<file path="src/sv/bffa_pkg.sv">
// bffa_pkg: shared constants, codes, state type and bit-search helpers for
// the bitmap first-fit allocator; depends on nothing.
package bffa_pkg;

   localparam int MAP_BITS_DEF = 1024;
   localparam int WORD_W       = 32;
   localparam int BIT_W        = 5;
   localparam int OP_W         = 2;
   localparam int IDX_W        = 32;
   localparam int RUN_W        = 11;
   localparam int STATUS_W     = 2;
   localparam int CSR_AW       = 3;
   localparam int CSR_DW       = 32;
   localparam int MAP_BYTES_W  = 8;

   localparam logic [MAP_BYTES_W-1:0] MAP_BYTES_RST = 8'd128;

   // request kinds
   localparam logic [OP_W-1:0] OP_TEST  = 2'd0;
   localparam logic [OP_W-1:0] OP_WRITE = 2'd1;
   localparam logic [OP_W-1:0] OP_ALLOC = 2'd2;

   // result status codes
   localparam logic [STATUS_W-1:0] STATUS_OK    = 2'd0;
   localparam logic [STATUS_W-1:0] STATUS_RANGE = 2'd1;
   localparam logic [STATUS_W-1:0] STATUS_NOFIT = 2'd2;

   // register indexes on the csr port
   localparam logic REG_BASE_INDEX = 1'b0;
   localparam logic REG_MAP_BYTES  = 1'b1;

   typedef enum logic [2:0] {
      ST_CLEAR,
      ST_IDLE,
      ST_DECODE,
      ST_WAIT,
      ST_SCAN,
      ST_MARK,
      ST_FINISH
   } state_type;

   // index of the lowest set bit, WORD_W when none is set
   function automatic logic [BIT_W:0] lowest_set(input logic [WORD_W-1:0] v);
      logic [BIT_W:0] r;
      r = (BIT_W+1)'(WORD_W);
      for (int i = WORD_W - 1; i >= 0; i--) begin
         if (v[i]) r = (BIT_W+1)'(i);
      end
      return r;
   endfunction

   function automatic logic [WORD_W-1:0] bit_reverse(input logic [WORD_W-1:0] v);
      logic [WORD_W-1:0] r;
      r = '0;
      for (int i = 0; i < WORD_W; i++) begin
         r[i] = v[WORD_W-1-i];
      end
      return r;
   endfunction

endpackage

</file>
<file path="src/sv/bitmap_first_fit_allocator.sv">
// bitmap_first_fit_allocator: page-busy bitmap held in a word ram, with bit
// test, bit write and first-fit run allocation; uses bffa_pkg and bffa_ram.
//
//   channel | direction | handshake            | payload
//   req     | in        | req_valid/req_stall  | op, index, write_value, run_length
//   rsp     | out       | rsp_valid/rsp_stall  | status, bit_value, start_index
//   csr     | in/out    | apb psel/penable     | base_index @0, map_bytes @4
//
// test and write go through decode, one ram read, write-back (write only)
// and the result register, skipping the read when out of range.
// allocate goes through decode, S words scanned (one 32-bit ram word a
// cycle, up to bits_in_use/32 rounded up), M words marked busy (one write
// a cycle) and the result register; a zero run length or an empty map
// gives S = M = 0. after reset the ram is cleared one word a cycle, with
// req_stall high; csr writes are taken throughout.
// a finished result waits in the output register, so rsp_stall only holds
// back a request that is done and waiting for that register.
module bitmap_first_fit_allocator
   import bffa_pkg::*;
#(
   parameter int MAP_BITS = MAP_BITS_DEF
) (
   input  logic                   clock,
   input  logic                   reset,
   // request channel
   input  logic                   req_valid,
   output logic                   req_stall,
   input  logic [OP_W-1:0]        req_op,
   input  logic [IDX_W-1:0]       req_index,
   input  logic                   req_write_value,
   input  logic [RUN_W-1:0]       req_run_length,
   // result channel
   output logic                   rsp_valid,
   input  logic                   rsp_stall,
   output logic [STATUS_W-1:0]    rsp_status,
   output logic                   rsp_bit_value,
   output logic [IDX_W-1:0]       rsp_start_index,
   // configuration port
   input  logic                   csr_psel,
   input  logic                   csr_penable,
   input  logic                   csr_pwrite,
   input  logic [CSR_AW-1:0]      csr_paddr,
   input  logic [CSR_DW-1:0]      csr_pwdata,
   output logic [CSR_DW-1:0]      csr_prdata,
   output logic                   csr_pready
);

   localparam int WORDS   = (MAP_BITS + WORD_W - 1) / WORD_W;
   localparam int WORD_AW = (WORDS > 1) ? $clog2(WORDS) : 1;
   localparam int POS_W   = WORD_AW + BIT_W;
   localparam int N_W     = (POS_W + 1 > RUN_W) ? POS_W + 1 : RUN_W;

   localparam logic [WORD_AW-1:0] LAST_RAM_WORD = WORD_AW'(WORDS - 1);
   localparam logic [WORD_W-1:0]  ONES          = {WORD_W{1'b1}};

   state_type state_ff, state_in;

   logic [OP_W-1:0]        op_ff, op_in;
   logic [IDX_W-1:0]       idx_ff, idx_in;
   logic                   wv_ff, wv_in;
   logic [RUN_W-1:0]       want_ff, want_in;

   logic [WORD_AW-1:0]     word_ff, word_in;
   logic [WORD_AW-1:0]     scan_word_ff, scan_word_in;
   logic [RUN_W-1:0]       carry_ff, carry_in;
   logic [WORD_W-1:0]      saved_ff, saved_in;
   logic [WORD_W-1:0]      end_data_ff, end_data_in;
   logic [POS_W-1:0]       start_pos_ff, start_pos_in;
   logic [BIT_W-1:0]       end_bit_ff, end_bit_in;
   logic [BIT_W-1:0]       tgt_bit_ff, tgt_bit_in;

   logic [STATUS_W-1:0]    res_status_ff, res_status_in;
   logic                   res_bit_ff, res_bit_in;
   logic [IDX_W-1:0]       res_start_ff, res_start_in;

   logic                   rsp_valid_ff, rsp_valid_in;
   logic [STATUS_W-1:0]    rsp_status_ff, rsp_status_in;
   logic                   rsp_bit_ff, rsp_bit_in;
   logic [IDX_W-1:0]       rsp_start_ff, rsp_start_in;

   logic [IDX_W-1:0]       base_ff, base_in;
   logic [MAP_BYTES_W-1:0] map_bytes_ff, map_bytes_in;

   logic                   ram_wr_en;
   logic [WORD_AW-1:0]     ram_wr_addr;
   logic [WORD_W-1:0]      ram_wr_data;
   logic [WORD_AW-1:0]     ram_rd_addr;
   logic [WORD_W-1:0]      ram_rd_data;

   // bits in use and where the scan ends
   logic [N_W-1:0]         map_bits_req;
   logic [N_W-1:0]         bits_used;
   logic [N_W-1:0]         bits_used_m1;
   logic [WORD_AW-1:0]     last_word;
   logic [BIT_W-1:0]       last_bits;

   // request decode
   logic [IDX_W-1:0]       pos_full;
   logic                   in_range;

   // scan datapath
   logic [WORD_W-1:0]      busy_m;
   logic                   all_free;
   logic [BIT_W:0]         lead_free;
   logic [BIT_W:0]         trail_free;
   logic [WORD_W:0]        win_f;
   logic [WORD_W:0]        win_r;
   logic [BIT_W:0]         win_q;
   logic                   win_ok;
   logic                   fit_carry;
   logic                   found;
   logic                   scan_last;
   logic [POS_W-1:0]       found_pos;
   logic [BIT_W-1:0]       found_end;
   logic [RUN_W-1:0]       carry_gap;

   // mark datapath
   logic [WORD_AW-1:0]     start_word;
   logic [BIT_W-1:0]       mark_lo;
   logic [BIT_W-1:0]       mark_hi;
   logic [WORD_W-1:0]      mark_mask;
   logic [WORD_W-1:0]      mark_old;

   logic                   out_free;
   logic                   csr_wr;

   bffa_ram #(
      .WIDTH (WORD_W),
      .DEPTH (WORDS)
   ) u_map_ram (
      .clock   (clock),
      .wr_en   (ram_wr_en),
      .wr_addr (ram_wr_addr),
      .wr_data (ram_wr_data),
      .rd_addr (ram_rd_addr),
      .rd_data (ram_rd_data)
   );

   // ---------------------------------------------------------------- config

   assign csr_pready = 1'b1;
   assign csr_wr     = csr_psel && csr_penable && csr_pwrite;

   always_comb begin
      base_in      = base_ff;
      map_bytes_in = map_bytes_ff;
      if (csr_wr) begin
         unique case (csr_paddr[2])
            REG_BASE_INDEX: base_in      = csr_pwdata;
            REG_MAP_BYTES:  map_bytes_in = csr_pwdata[MAP_BYTES_W-1:0];
            default:        base_in      = base_ff;
         endcase
      end
   end

   always_comb begin
      unique case (csr_paddr[2])
         REG_BASE_INDEX: csr_prdata = base_ff;
         REG_MAP_BYTES:  csr_prdata = CSR_DW'(map_bytes_ff);
         default:        csr_prdata = '0;
      endcase
   end

   assign map_bits_req = N_W'(map_bytes_ff) << 3;
   assign bits_used    = (map_bits_req < N_W'(MAP_BITS)) ? map_bits_req : N_W'(MAP_BITS);
   assign bits_used_m1 = bits_used - N_W'(1);
   assign last_word    = bits_used_m1[BIT_W +: WORD_AW];
   assign last_bits    = bits_used[BIT_W-1:0];

   // ---------------------------------------------------------------- decode

   assign pos_full = idx_ff - base_ff;
   assign in_range = (idx_ff >= base_ff) && (pos_full < IDX_W'(bits_used));

   // ---------------------------------------------------------------- scan

   always_comb begin
      // bits past the end of the map count as busy
      if ((scan_word_ff == last_word) && (last_bits != '0)) begin
         busy_m = ram_rd_data | (ONES << last_bits);
      end else begin
         busy_m = ram_rd_data;
      end
   end

   assign all_free   = (busy_m == '0);
   assign lead_free  = lowest_set(busy_m);
   assign trail_free = lowest_set(bit_reverse(busy_m));

   // win_r[q] set when want_ff free bits start at q inside this word,
   // built by doubling runs of free bits over the binary digits of want
   always_comb begin
      win_f = {1'b0, ~busy_m};
      win_r = '1;
      for (int k = 0; k < BIT_W; k++) begin
         if (want_ff[k]) win_r = win_f & (win_r >> (1 << k));
         win_f = win_f & (win_f >> (1 << k));
      end
   end

   assign win_q     = lowest_set(win_r[WORD_W-1:0]);
   assign win_ok    = (want_ff[RUN_W-1:BIT_W] == '0) && (win_r[WORD_W-1:0] != '0);
   assign fit_carry = ((RUN_W+1)'(carry_ff) + (RUN_W+1)'(lead_free)) >= (RUN_W+1)'(want_ff);
   assign found     = fit_carry || win_ok;
   assign scan_last = (scan_word_ff == last_word);
   assign carry_gap = want_ff - carry_ff - RUN_W'(1);

   always_comb begin
      // a run carried in from earlier words ends first, so it wins
      if (fit_carry) begin
         found_pos = {scan_word_ff, BIT_W'(0)} - POS_W'(carry_ff);
         found_end = carry_gap[BIT_W-1:0];
      end else begin
         found_pos = {scan_word_ff, win_q[BIT_W-1:0]};
         found_end = win_q[BIT_W-1:0] + want_ff[BIT_W-1:0] - BIT_W'(1);
      end
   end

   // ---------------------------------------------------------------- mark

   assign start_word = start_pos_ff[POS_W-1:BIT_W];
   assign mark_lo    = (word_ff == start_word) ? start_pos_ff[BIT_W-1:0] : '0;
   assign mark_hi    = (word_ff == scan_word_ff) ? end_bit_ff : BIT_W'(WORD_W - 1);
   assign mark_mask  = (ONES << mark_lo) & (ONES >> (BIT_W'(WORD_W - 1) - mark_hi));

   always_comb begin
      // words inside the run were all free, so only its end words keep bits
      if (word_ff == scan_word_ff) begin
         mark_old = end_data_ff;
      end else if (word_ff == start_word) begin
         mark_old = saved_ff;
      end else begin
         mark_old = '0;
      end
   end

   // ---------------------------------------------------------------- control

   assign out_free  = !rsp_valid_ff || !rsp_stall;
   assign req_stall = (state_ff != ST_IDLE);

   always_comb begin
      state_in = state_ff;
      unique case (state_ff)
         ST_CLEAR: begin
            if (word_ff == LAST_RAM_WORD) state_in = ST_IDLE;
         end
         ST_IDLE: begin
            if (req_valid) state_in = ST_DECODE;
         end
         ST_DECODE: begin
            case (op_ff) inside
               OP_TEST, OP_WRITE: state_in = in_range ? ST_WAIT : ST_FINISH;
               OP_ALLOC: begin
                  if ((want_ff == '0) || (bits_used == '0)) begin
                     state_in = ST_FINISH;
                  end else begin
                     state_in = ST_SCAN;
                  end
               end
               default: state_in = ST_FINISH;
            endcase
         end
         ST_WAIT: begin
            state_in = ST_FINISH;
         end
         ST_SCAN: begin
            if (found) begin
               state_in = ST_MARK;
            end else if (scan_last) begin
               state_in = ST_FINISH;
            end
         end
         ST_MARK: begin
            if (word_ff == scan_word_ff) state_in = ST_FINISH;
         end
         ST_FINISH: begin
            if (out_free) state_in = ST_IDLE;
         end
         default: state_in = ST_CLEAR;
      endcase
   end

   always_comb begin
      op_in         = op_ff;
      idx_in        = idx_ff;
      wv_in         = wv_ff;
      want_in       = want_ff;
      word_in       = word_ff;
      scan_word_in  = scan_word_ff;
      carry_in      = carry_ff;
      saved_in      = saved_ff;
      end_data_in   = end_data_ff;
      start_pos_in  = start_pos_ff;
      end_bit_in    = end_bit_ff;
      tgt_bit_in    = tgt_bit_ff;
      res_status_in = res_status_ff;
      res_bit_in    = res_bit_ff;
      res_start_in  = res_start_ff;
      rsp_status_in = rsp_status_ff;
      rsp_bit_in    = rsp_bit_ff;
      rsp_start_in  = rsp_start_ff;
      rsp_valid_in  = rsp_valid_ff && rsp_stall;

      ram_wr_en     = 1'b0;
      ram_wr_addr   = word_ff;
      ram_wr_data   = '0;
      ram_rd_addr   = pos_full[BIT_W +: WORD_AW];

      unique case (state_ff)
         ST_CLEAR: begin
            ram_wr_en = 1'b1;
            word_in   = word_ff + WORD_AW'(1);
         end
         ST_IDLE: begin
            op_in   = req_op;
            idx_in  = req_index;
            wv_in   = req_write_value;
            want_in = req_run_length;
         end
         ST_DECODE: begin
            word_in       = pos_full[BIT_W +: WORD_AW];
            tgt_bit_in    = pos_full[BIT_W-1:0];
            scan_word_in  = '0;
            carry_in      = '0;
            res_status_in = STATUS_OK;
            res_bit_in    = 1'b0;
            res_start_in  = '0;
            case (op_ff) inside
               OP_TEST, OP_WRITE: begin
                  if (!in_range) res_status_in = STATUS_RANGE;
               end
               OP_ALLOC: begin
                  ram_rd_addr = '0;
                  if ((want_ff == '0) || (bits_used == '0)) res_status_in = STATUS_NOFIT;
               end
               default: res_status_in = STATUS_OK;
            endcase
         end
         ST_WAIT: begin
            if (op_ff == OP_TEST) begin
               res_bit_in = ram_rd_data[tgt_bit_ff];
            end else begin
               ram_wr_en              = 1'b1;
               ram_wr_data            = ram_rd_data;
               ram_wr_data[tgt_bit_ff] = wv_ff;
            end
         end
         ST_SCAN: begin
            ram_rd_addr = scan_word_ff + WORD_AW'(1);
            if (found) begin
               start_pos_in = found_pos;
               end_bit_in   = found_end;
               end_data_in  = ram_rd_data;
               word_in      = found_pos[POS_W-1:BIT_W];
            end else if (scan_last) begin
               res_status_in = STATUS_NOFIT;
            end else begin
               scan_word_in = scan_word_ff + WORD_AW'(1);
               // a fresh run begins in this word unless a run runs through it
               if (!all_free || (carry_ff == '0)) saved_in = ram_rd_data;
               carry_in = all_free ? (carry_ff + RUN_W'(WORD_W)) : RUN_W'(trail_free);
            end
         end
         ST_MARK: begin
            ram_wr_en    = 1'b1;
            ram_wr_data  = mark_old | mark_mask;
            word_in      = word_ff + WORD_AW'(1);
            res_start_in = base_ff + IDX_W'(start_pos_ff);
         end
         ST_FINISH: begin
            if (out_free) begin
               rsp_valid_in  = 1'b1;
               rsp_status_in = res_status_ff;
               rsp_bit_in    = res_bit_ff;
               rsp_start_in  = res_start_ff;
            end
         end
         default: ram_wr_en = 1'b0;
      endcase
   end

   // ---------------------------------------------------------------- registers

   always_ff @(posedge clock) begin
      if (reset) begin
         state_ff     <= ST_CLEAR;
         word_ff      <= '0;
         rsp_valid_ff <= 1'b0;
         base_ff      <= '0;
         map_bytes_ff <= MAP_BYTES_RST;
      end else begin
         state_ff     <= state_in;
         word_ff      <= word_in;
         rsp_valid_ff <= rsp_valid_in;
         base_ff      <= base_in;
         map_bytes_ff <= map_bytes_in;
      end
   end

   always_ff @(posedge clock) begin
      op_ff         <= op_in;
      idx_ff        <= idx_in;
      wv_ff         <= wv_in;
      want_ff       <= want_in;
      scan_word_ff  <= scan_word_in;
      carry_ff      <= carry_in;
      saved_ff      <= saved_in;
      end_data_ff   <= end_data_in;
      start_pos_ff  <= start_pos_in;
      end_bit_ff    <= end_bit_in;
      tgt_bit_ff    <= tgt_bit_in;
      res_status_ff <= res_status_in;
      res_bit_ff    <= res_bit_in;
      res_start_ff  <= res_start_in;
      rsp_status_ff <= rsp_status_in;
      rsp_bit_ff    <= rsp_bit_in;
      rsp_start_ff  <= rsp_start_in;
   end

   assign rsp_valid       = rsp_valid_ff;
   assign rsp_status      = rsp_status_ff;
   assign rsp_bit_value   = rsp_bit_ff;
   assign rsp_start_index = rsp_start_ff;

   // ---------------------------------------------------------------- checks

   // a result only appears out of the finish step
   a_rsp_from_finish: assert property (@(posedge clock) disable iff (reset)
      $rose(rsp_valid_ff) |-> $past(state_ff == ST_FINISH))
      else $error("result raised outside finish step");

   // the map is only written by the clear sweep, a bit write or run marking
   a_ram_write_owner: assert property (@(posedge clock) disable iff (reset)
      ram_wr_en |-> (state_ff == ST_CLEAR) || (state_ff == ST_MARK) ||
                    ((state_ff == ST_WAIT) && (op_ff == OP_WRITE)))
      else $error("map written outside clear, write or mark");

   // the carried free run never reaches the wanted length unnoticed
   a_carry_below_want: assert property (@(posedge clock) disable iff (reset)
      (state_ff == ST_SCAN) |-> (carry_ff < want_ff))
      else $error("carried run reached the wanted length");

   a_scan_in_map: assert property (@(posedge clock) disable iff (reset)
      (state_ff == ST_SCAN) |-> (scan_word_ff <= last_word))
      else $error("scan ran past the last word in use");

   // marking walks from the run's first word up to the word where it ended
   a_mark_bounded: assert property (@(posedge clock) disable iff (reset)
      (state_ff == ST_MARK) |-> (word_ff <= scan_word_ff) && (word_ff >= start_word))
      else $error("marking outside the found run");

endmodule

</file>
<file path="src/sv/bffa_ram.sv">
// bffa_ram: generic simple dual-port ram, one write and one registered read
// port per cycle, read returns old data on a same-address write; no imports.
module bffa_ram #(
   parameter int WIDTH = 32,
   parameter int DEPTH = 32
) (
   input  logic                                      clock,
   input  logic                                      wr_en,
   input  logic [((DEPTH > 1) ? $clog2(DEPTH) : 1)-1:0] wr_addr,
   input  logic [WIDTH-1:0]                          wr_data,
   input  logic [((DEPTH > 1) ? $clog2(DEPTH) : 1)-1:0] rd_addr,
   output logic [WIDTH-1:0]                          rd_data
);

   logic [WIDTH-1:0] mem_ff [DEPTH];
   logic [WIDTH-1:0] rd_data_ff;

   always_ff @(posedge clock) begin
      if (wr_en) begin
         mem_ff[wr_addr] <= wr_data;
      end
      rd_data_ff <= mem_ff[rd_addr];
   end

   assign rd_data = rd_data_ff;

endmodule

</file>
<file path="config.mk">
export PLATFORM = sky130hd
export DESIGN_NAME = bitmap_first_fit_allocator
export DESIGN_NICKNAME = d
export VERILOG_FILES = /design/src/sv/bffa_pkg.sv /design/src/sv/bitmap_first_fit_allocator.sv /design/src/sv/bffa_ram.sv
export SDC_FILE = /design/constraint.sdc
export NUM_CORES = 2
export LEC_CHECK = 0
export ABC_AREA = 1
export BUFFER_PORTS_ARGS = -buffer_cell sky130_fd_sc_hd__buf_2
export CAP_MARGIN = 40
export CELL_PAD_IN_SITES_DETAIL_PLACEMENT = 1
export CELL_PAD_IN_SITES_GLOBAL_PLACEMENT = 1
export CORE_MARGIN = 4
export CORE_UTILIZATION = 45
export CTS_BUF_LIST = sky130_fd_sc_hd__clkbuf_8
export DETAILED_ROUTE_END_ITERATION = 10
export MAX_ROUTING_LAYER = met4
export PLACE_DENSITY = 0.7
export SLEW_MARGIN = 10
export SYNTH_ARGS = -nofsm -noshare
export SYNTH_HDL_FRONTEND = slang
export SYNTH_SLANG_ARGS = --single-unit
</file>
<file path="constraint.sdc">
create_clock -name clock -period 20.8 [get_ports clock]
set_input_delay 1.04 -clock clock [delete_from_list [all_inputs] [get_ports clock]]
set_output_delay 1.04 -clock clock [all_outputs]
set_load 0.1 [all_outputs]
</file>
==> results.cfg <==
[power_and_ir_drop]
p_int_uw = 4150
p_leak_uw = 0.0255
p_sw_share_pct = 26.2
combPwrFrac_pct = 9.0
powerDensity_nw_per_um2 = 82.9
p_seq_share_pct = 52.4
p_total_uw = 5620
p_sw_uw = 1470
clockPowerShare_pct = 38.6
ir_worst_vdd_mv = 0.0595

[synthesis]
synth.area.top_cells = edfxtp_1 62%, nand2_1 6.5%, inv_1 3.8%
yosysSeqAreaShare_pct = 64.5
synth_fp_nets = 5804
yosysTopAreaCell = edfxtp_1
ys.flop_type = edfxtp_1
syn_area_um2 = 60200
syn_area_per_cell_um2 = 10.7
synth_edf_count = 1240
ys_warn_count = 0
ys_ff_latch = 1321
async_flop_share_pct = 0
yosysUniqueCellTypes = 75
synthCells = 5623
synth_top_area_share_pct = 61.9

[clocking]
cts_tree = yes
hold_buffers = 0
post_cts_resized = 0
clock_sinks = 1321
clock_path_buffers = 3
cts.clk_slew.worst_paths_ns = 0.06
htree_levels = 4
cts_made_buffers = 215
postCtsSetupRepairBufs = 0
cts-root-buf = clkbuf_8
clkLatencyLatePin_ns = 0.94

[outcome]
status = completed

[place]
globalplace.congestion = 0.929
dp.cells = 7365
portBuffers = 154
pre_cts_ws_ns = 12.82
hpwl_um = 119000

[drt]
wire_per_inst_um = 25.2
dr.pass1.iters = 5
vias = 45100
drt_iter0_drc = 4035
postRouteWirelength_um = 196000
routed_via_density = 5.81
ant_nets = 0
drc_errors = 0

[worst_setup_path]
crit_fanout = 42
critPathArrivalTime_ns = 8.56
worstReg2RegStart = map_bytes_ff[7]
critPathKind = reg -> reg
cp-end-kind = flop
worst_ep_required_time_ns = 21.33
worstRegToRegCells = 47
crit_slowest_cell = buf_4
critPathLaunch = map_bytes_ff[7]
endpoint = end_data_ff[29]
max_stage_delay_ns = 0.54
start_kind = flop
crit_path_frequent_cell = nand2_1
r2r_end = end_data_ff[29]
rrSetupSlack_ns = 12.77

[sta]
finalHoldViolCount = 0
clock_skew_ns = 0.0706
period_needed_ns = 8.03
finalCritPeriodShare_pct = 38.6
rsz0062_at_grt = false
finalSetupTns_ns = 0
finalSetupViolCount = 0
slew_viol_final = 0
fin_ws_ns = 12.77
slew_headroom_pct = 38.1
fmax_mhz = 125
worst_pin_slew_ns = 0.928

[final_layout]
drive_gt1_share_pct = 11.7
layout.nets = 6011
fin_cells = 7773
final_common_cell = edfxtp_1
area_delta_synth_final_pct = 12.7
final_cell_mix = 1240 x edfxtp_1, 1048 x nand2_1, 709 x inv_1

[grt]
grt_start_max_net_pins = 164
grt_util_met3_pct = 4.00
grt_pass1_wl_um = 290000
grt_overflow = 0
use_met1_pct = 37.4
top_usage_layer = met2
grt_use_met2_pct = 45.8
antenna_found_initial = 4
grt_pass1_vias = 46100
grtUsageTotal_pct = 28.3

[worst_hold_path]
min_path_type = in -> reg

[floorplanning]
dieArea_um2 = 140000
dieWidth_um = 374
start_util_pct = 45.6
row_count = 133
boundaryPins = 158
core_um2 = 132000
die_h_um = 374

[flow_run]
maxCapViolations = 0
-- synthesized netlist by cell type (all sizes together), types with 63 or more instances --
cell type,count
a211oi,127
a21oi,259
a311oi,63
a31oi,194
clkbuf,259
dfxtp,81
edfxtp,1240
ha,88
inv,646
nand2,1064
nand3,147
nor2,631
nor3,77
o21ai,235
o31ai,167
-- how the worst min path moves through the flow --
stage	startpoint	endpoint	slack (ns)	cells after the start
floorplan	res_bit_ff	rsp_bit_value	0.40	0
detailed placement	res_start_ff[5]	rsp_start_index[5]	0.41	0
global route	req_index[24]	idx_ff[24]	0.23	1
CTS	req_run_length[4]	want_ff[4]	0.19	1
global placement	res_start_ff[1]	rsp_start_index[1]	0.40	0
finish	req_run_length[4]	want_ff[4]	0.30	1
-- critical path, delay by kind of cell, from the launching register on --
kind	cells	cell delay [ns]
AO/OA/AOI/OAI	14	1.82
XOR/XNOR	1	0.07
adder cells (fa/ha/maj)	3	1.01
buffers and inverters	6	1.64
flip-flops	1	0.36
AND/OR/NAND/NOR	23	2.64
-- final cells by class --
| type | instances | area [um2] |
|---|---|---|
| tap | 1755 | 2200 |
| clock inverter | 169 | 898 |
| sequential | 1321 | 38900 |
| inverter | 657 | 2480 |
| timing repair buffer | 278 | 2060 |
| fill | 14300 | 64300 |
| antenna | 2 | 5.00 |
| multi-input combinational | 3357 | 18100 |
| clock buffer | 234 | 3220 |
-- through the flow --
step                cell area (um2)  hold slack [ns]  util [%]
global route                  67900            0.225      51.4
floorplan                     60200            0.400         -
global placement              63200            0.401      47.8
detailed placement            63700            0.406      48.2
CTS                           67800            0.186      51.3
finish                        67900            0.298      51.4
-- layer usage --
layer	vias to the layer above	routed length (um)
met1	23000	84500
met2	1482	94300
met3	337	12000
li1	20400	-
met4	0	5370
met5	-	0
-- sequential cells by signal, indices dropped and copies added, names as in the netlist, 2 cells and up --
name,cells
u_map_ram.mem_ff,1024
base_ff,32
end_data_ff,32
idx_ff,32
res_start_ff,32
rsp_start_index,32
saved_ff,32
u_map_ram.rd_data,32
carry_ff,11
want_ff,11
start_pos_ff,10
map_bytes_ff,8
end_bit_ff,5
ram_wr_addr,5
scan_word_ff,5
tgt_bit_ff,5
state_ff,3
op_ff,2
res_status_ff,2
rsp_status,2
-- power by group through the flow --
stage / logic [uW] / registers (uW) / clock network [uW]
after floorplan: 324 / 2980 / 0
after global placement: 488 / 3000 / 0
after detailed placement: 502 / 3000 / 0
after CTS: 505 / 2950 / 2220
after global routing: 556 / 2950 / 2340
final: 505 / 2950 / 2170
-- kinds of logic (layout without fill, tap and decap cells) --
group	after synthesis	after routing	synth area share, %
DFF	1321	1321	64.5
AOI/OAI and AO/OA	1227	1227	13.3
adders and majority gates	93	93	2.00
and+or+nand+nor	1979	1979	13.4
xor gates and xnor gates	54	54	0.786
buffers and inverters	945	1338	5.96
muxes	3	3	0.0499
other	1	3	0.00623
Power figures use the tool's default switching activity.
